[src/rtl/nsr_pkg.sv]
// ----------------------------------------------------------------------------
// nsr_pkg: shared types and constants
// Control word that travels with each beat through the square-root pipeline.
// ----------------------------------------------------------------------------
package nsr_pkg;

  localparam int WHOLE_BITS = 8;
  localparam int DEC_BITS   = 14;
  localparam logic [DEC_BITS-1:0] DEC_SCALE = 14'd10000;

  typedef struct packed {
    logic valid;
    logic invalid;
    logic zero;
  } ctl_t;

endpackage

[src/rtl/nsr_round.sv]
// ----------------------------------------------------------------------------
// nsr_round: decimal rounding and result register
// Scale the fraction by 10000 with round-half-up, then split into fields.
// ----------------------------------------------------------------------------
module nsr_round
  import nsr_pkg::*;
#(
  parameter int N = 47,
  parameter int F = 16
) (
  input  logic          clk,
  input  logic          rst,
  input  logic          en,
  input  ctl_t          ctl_in,
  input  logic [N-1:0]  g_in,
  output ctl_t          ctl_out,
  output logic [WHOLE_BITS-1:0] whole,
  output logic [DEC_BITS-1:0]   dec
);
  localparam int PW = F + DEC_BITS + 1;

  ctl_t                  ctl_a;
  logic [WHOLE_BITS-1:0] ip_a;
  logic [PW-1:0]         prod_a;
  logic [DEC_BITS-1:0]   t;
  logic                  carry;

  always_ff @(posedge clk) begin
    if (rst) begin
      ctl_a.valid <= 1'b0;
    end else if (en) begin
      ctl_a.valid <= ctl_in.valid;
    end
    if (en) begin
      ctl_a.invalid <= ctl_in.invalid;
      ctl_a.zero    <= ctl_in.zero;
      ip_a   <= g_in[F+WHOLE_BITS-1:F];
      prod_a <= PW'(g_in[F-1:0]) * PW'(DEC_SCALE) + (PW'(1) << (F-1));
    end
  end

  // rounded fraction never exceeds 10000; at exactly 10000 carry into whole
  assign t     = prod_a[F+DEC_BITS-1:F];
  assign carry = t == DEC_SCALE;

  always_ff @(posedge clk) begin
    if (rst) begin
      ctl_out.valid <= 1'b0;
    end else if (en) begin
      ctl_out.valid <= ctl_a.valid;
    end
    if (en) begin
      ctl_out.invalid <= ctl_a.invalid;
      ctl_out.zero    <= ctl_a.zero;
      if (ctl_a.invalid || ctl_a.zero) begin
        whole <= '0;
        dec   <= '0;
      end else begin
        whole <= ip_a + WHOLE_BITS'(carry);
        dec   <= carry ? '0 : t;
      end
    end
  end
endmodule

[config.mk]
export PLATFORM = sky130hd
export DESIGN_NAME = nsr_round
export DESIGN_NICKNAME = d
export VERILOG_FILES = /design/src/rtl/nsr_pkg.sv /design/src/rtl/nsr_round.sv
export SDC_FILE = /design/constraint.sdc
export NUM_CORES = 1
export LEC_CHECK = 0
export BUFFER_PORTS_ARGS = -buffer_cell sky130_fd_sc_hd__buf_2
export CAP_MARGIN = 5
export CELL_PAD_IN_SITES_DETAIL_PLACEMENT = 1
export CELL_PAD_IN_SITES_GLOBAL_PLACEMENT = 1
export CORE_MARGIN = 3
export CORE_UTILIZATION = 45
export CTS_CLUSTER_DIAMETER = 150
export DETAILED_ROUTE_END_ITERATION = 10
export GPL_TIMING_DRIVEN = 0
export HOLD_SLACK_MARGIN = 0.1
export MAX_ROUTING_LAYER = met4
export PLACE_DENSITY = 0.88
export SYNTH_ARGS = -nofsm -noshare
export SYNTH_HDL_FRONTEND = slang
export SYNTH_SLANG_ARGS = --single-unit
[constraint.sdc]
create_clock -name clk -period 8 [get_ports clk]
set_input_delay 0.8 -clock clk [delete_from_list [all_inputs] [get_ports clk]]
set_output_delay 0.8 -clock clk [all_outputs]
set_load 0.03 [all_outputs]
After elaboration in Yosys (flattened, before gate mapping)
Cells that the tools add are included.

word-level totals
  output and inout bits = 25
  register bits = 66
  logic and storage cells = 16
  bits of input ports = 53

operators by class
  reduce and logical (&&, ||, !) cells = 2
  multipliers = 1
  equal/unequal tests = 1
  add/subtract/negate cells = 2

operators with widths
  cell                                                 number
  adder 30 x 16 -> 30 bit, second input constant       1
  multiplier 16 x 10 -> 26 bit, second input constant  1
  equality test 14 bit, second input constant          1
  adder 8 x 1 -> 8 bit                                 1
  OR reduction 2 bit                                   1
  logical OR 1 bit                                     1

Depth between registers and ports, before layout
  word-level depth = 2
  depth in mapped cells = 22
  gate-level depth less buffers = 22

Worst setup path before layout
No wires, ideal clock.

  path type = input to register
  start = input g_in[4]
  end = register prod_a[29], data pin
  data required time = 7.743 ns
  data arrival time = 5.133 ns
  setup slack = 2.610 ns
  library setup time = 0.257 ns
  stages = 20
  buffers on the path = 0
  cells stage by stage = inv_1 fa_1 inv_1 ha_1 inv_1 fa_1 inv_1 ha_1 inv_1 fa_1 inv_1 ha_1 and3_1 a211o_2 a41oi_2 xnor2_1 and3_4 a31oi_1 a211o_1 xor2_1

on the way
  word-level cells in the longest chain between the ends = 2

RTL lines
  item                          RTL line         RTL
  start: declaration            nsr_round.sv:15  input logic [N-1:0] g_in,
  multiplier 16 x 10 -> 26 bit  nsr_round.sv:38  prod_a <= PW'(g_in[F-1:0]) * PW'(DEC_SCALE) + (PW'(1) << (F-1));
  adder 30 x 16 -> 30 bit       nsr_round.sv:38
  end signal: assignment        nsr_round.sv:38
  end: declaration              nsr_round.sv:24  logic [PW-1:0] prod_a;

No other way between the ends.
A chain may end at the register's enable or synchronous reset.

Worst setup path after layout
  start = input g_in[6]
  end = register prod_a[28], data pin

The elaborated chain is that of the path after synthesis.

==> results.yml <==
drt:
  avgViaCountPerCell: 5.11
  firstDrtPassIters: 5
  drt_wl_total_um: 9830
  wl_per_cell_um: 15.4
  ant_nets: 0
  drt_iter0_markers: 55
  drc_errors: 0
  vias: 3258
die:
  num_rows: 36
  die_area_um2: 11700
  die_y_um: 108
  core_area_um2: 10000
  io_pins: 78
  die-width_um: 108
  initial_core_util: 0.471
cts:
  postCtsHoldBufs: 0
  root_buffer: "clkbuf_8"
  cts_buffers: 5
  clock_sinks: 50
  clock_latency_ps: 300
  cts-resized-gates: 0
  cts_tree: "built"
  cts.clk_slew.worst_paths_ps: 80
  post_cts_buffers: 0
  cts.htree.levels: 2
  clock_tree.buffer_depth: 2
worst_hold_path:
  hp-class: "reg -> reg"
worst_setup_path:
  crit_arrival_ps: 5700
  end_kind: "register"
  path_common_cell: "inv_1"
  cp_top_family: "adder cells"
  cp.required_ps: 8050
  crit_chain: "buf_2 -> inv_1 -> fa_1 -> inv_1 -> ha_1 -> fa_1 -> ha_1 -> inv_1 -> fa_1 -> inv_1 -> ha_1 -> o21ai_0 -> nand2_1 -> a22oi_1 -> xnor2_2 -> nand3_1 -> nor4b_2 -> nand2_1 -> nor2_1 -> xnor2_1"
  max_stage_delay_ps: 560
  slowest_stage: "fa_1"
  crit_fanout: 6
  critPathBufInv: 5
  critical_path_class: "in -> reg"
  startpoint_type: "input port"
finish:
  area_growth_syn_to_layout_pct: 11.0
  drive_above_1_share: 0.169
  final_cell_area_um2: 5230
  diodes: 0
  nets: 661
yosys:
  synth_edf_count: 48
  syn_nets: 600
  synth_async_sr_flop_share: 0
  yosysUniqueCellTypes: 57
  synth-seq-cells: 50
  post-synth-top-count-cell: "inv_1"
  synth_flop_cell: "edfxtp_1"
  syn_area_per_cell_um2: 10.7
  synth_top_area_frac: 0.306
  yosys_warnings: 0
  synth_largest_area_cell: "edfxtp_1"
  synth_area_um2: 4710
  synthTopCellsByArea: "edfxtp_1 (31%), ha_1 (19%), fa_1 (14%)"
  ys_seq_area_frac: 0.314
  synth_cells: 442
  synthTopCellsByCount: "inv_1 (100), ha_1 (71), edfxtp_1 (48)"
grt:
  grt_pass1_wl_um: 16100
  track_usage: 0.178
  overflow: 0
  grt_pass1_vias: 3553
  grt_max_degree: 51
  antenna_found_initial: 0
outcome:
  run_status: "finished clean"
placement:
  place_congestion: 0.846
  dp_hpwl_um: 8800
  io_buffers: 54
  placed_area_um2: 5150
timing:
  period_needed_ps: 5650
  hold_viol: 0
  setup_viol: 0
  min_period_over_period: 0.706
  finalSetupTns_ps: 0
  skew_ps: 6.34
  slew-limit-headroom: 0.301
  tightestPinTransition_ps: 1050
  slew_viol_final: 0
  grt_setup_unrepaired: "no"
  timing.fmax_ghz: 0.177
power:
  power.leakage_uw: 0.00259
  ir_drop_v: 0.000140
  p_per_area_nw_per_um2: 359
job:
  drv_cap: 0
[layout make-up]
cell class	instances	area (µm²)
Clock inverter	2	8.76
Multi-Input combinational cell	289	2840
Inverter	100	375
Tap cell	133	166
Clock buffer	6	72.6
Buffer	3	15.0
Timing Repair Buffer	54	270
Sequential cell	50	1480
Fill cell	1132	4770
[where the power goes]
group | internal [µW] | switching, µW
sequential | 393 | 23.1
clock | 60.1 | 74.0
combinational | 552 | 777
[routing by layer]
layer  global-route usage  vias up  routed length [µm]
met1                0.190     1566                3930
li1                     -     1604                   -
met5                    -        -                   0
met4               0.0577        0                 231
met2                0.342       71                5280
met3               0.0179       17                 390
[stage by stage]
| stage | util | power, µW | cells | hold slack [ps] | setup WS [ps] |
|---|---|---|---|---|---|
| finish | 0.523 | 1880 | 637 | 510 | 2350 |
| detailed placement | 0.515 | 1760 | 629 | 483 | 2020 |
| global route | 0.523 | 2080 | 637 | 524 | 2050 |
| floorplan | - | 1470 | 442 | 442 | 2610 |
| global placement | 0.515 | 1680 | 629 | 471 | 2220 |
| CTS | 0.523 | 1900 | 637 | 519 | 2340 |
[final timing paths]
path	cells past startpoint	to	slack, ps	from
setup / recovery	20	prod_a[28]$_DFFE_PP_	2350	g_in[6]
hold / removal	0	ctl_out[0]$_DFFE_PP_	510	ctl_a[0]$_DFFE_PP_
setup reg to reg	8	whole[4]$_SDFFCE_PP0P_	5660	prod_a[22]$_DFFE_PP_
hold reg to reg	0	ctl_out[0]$_DFFE_PP_	510	ctl_a[0]$_DFFE_PP_
[cells by family after synthesis]
group,after synthesis,share of synthesized area
AO/OA/AOI/OAI,52,0.0831
buffers and inverters,103,0.0828
adder cells (fa/ha/maj),105,0.333
multiplexers,3,0.00637
XOR/XNOR,28,0.0552
flip-flops,50,0.314
AND/OR/NAND/NOR,101,0.126
[layout by cell type (no fill, tap or decap), types with 6 or more instances in the layout]
master / n
edfxtp_1: 48
nor2_1: 18
fa_1: 34
xor2_1: 12
nand3_1: 12
a21oi_1: 10
xnor2_1: 14
nand2_1: 14
and3_1: 6
inv_1: 100
and2_1: 20
buf_2: 54
ha_1: 71
[flip-flops by register name (all words and copies together), names as in the netlist]
name,count
ip_a,8
ctl_out,3
dec,14
ctl_a,3
whole,8
prod_a,14
(Power assumes the default switching activity.)
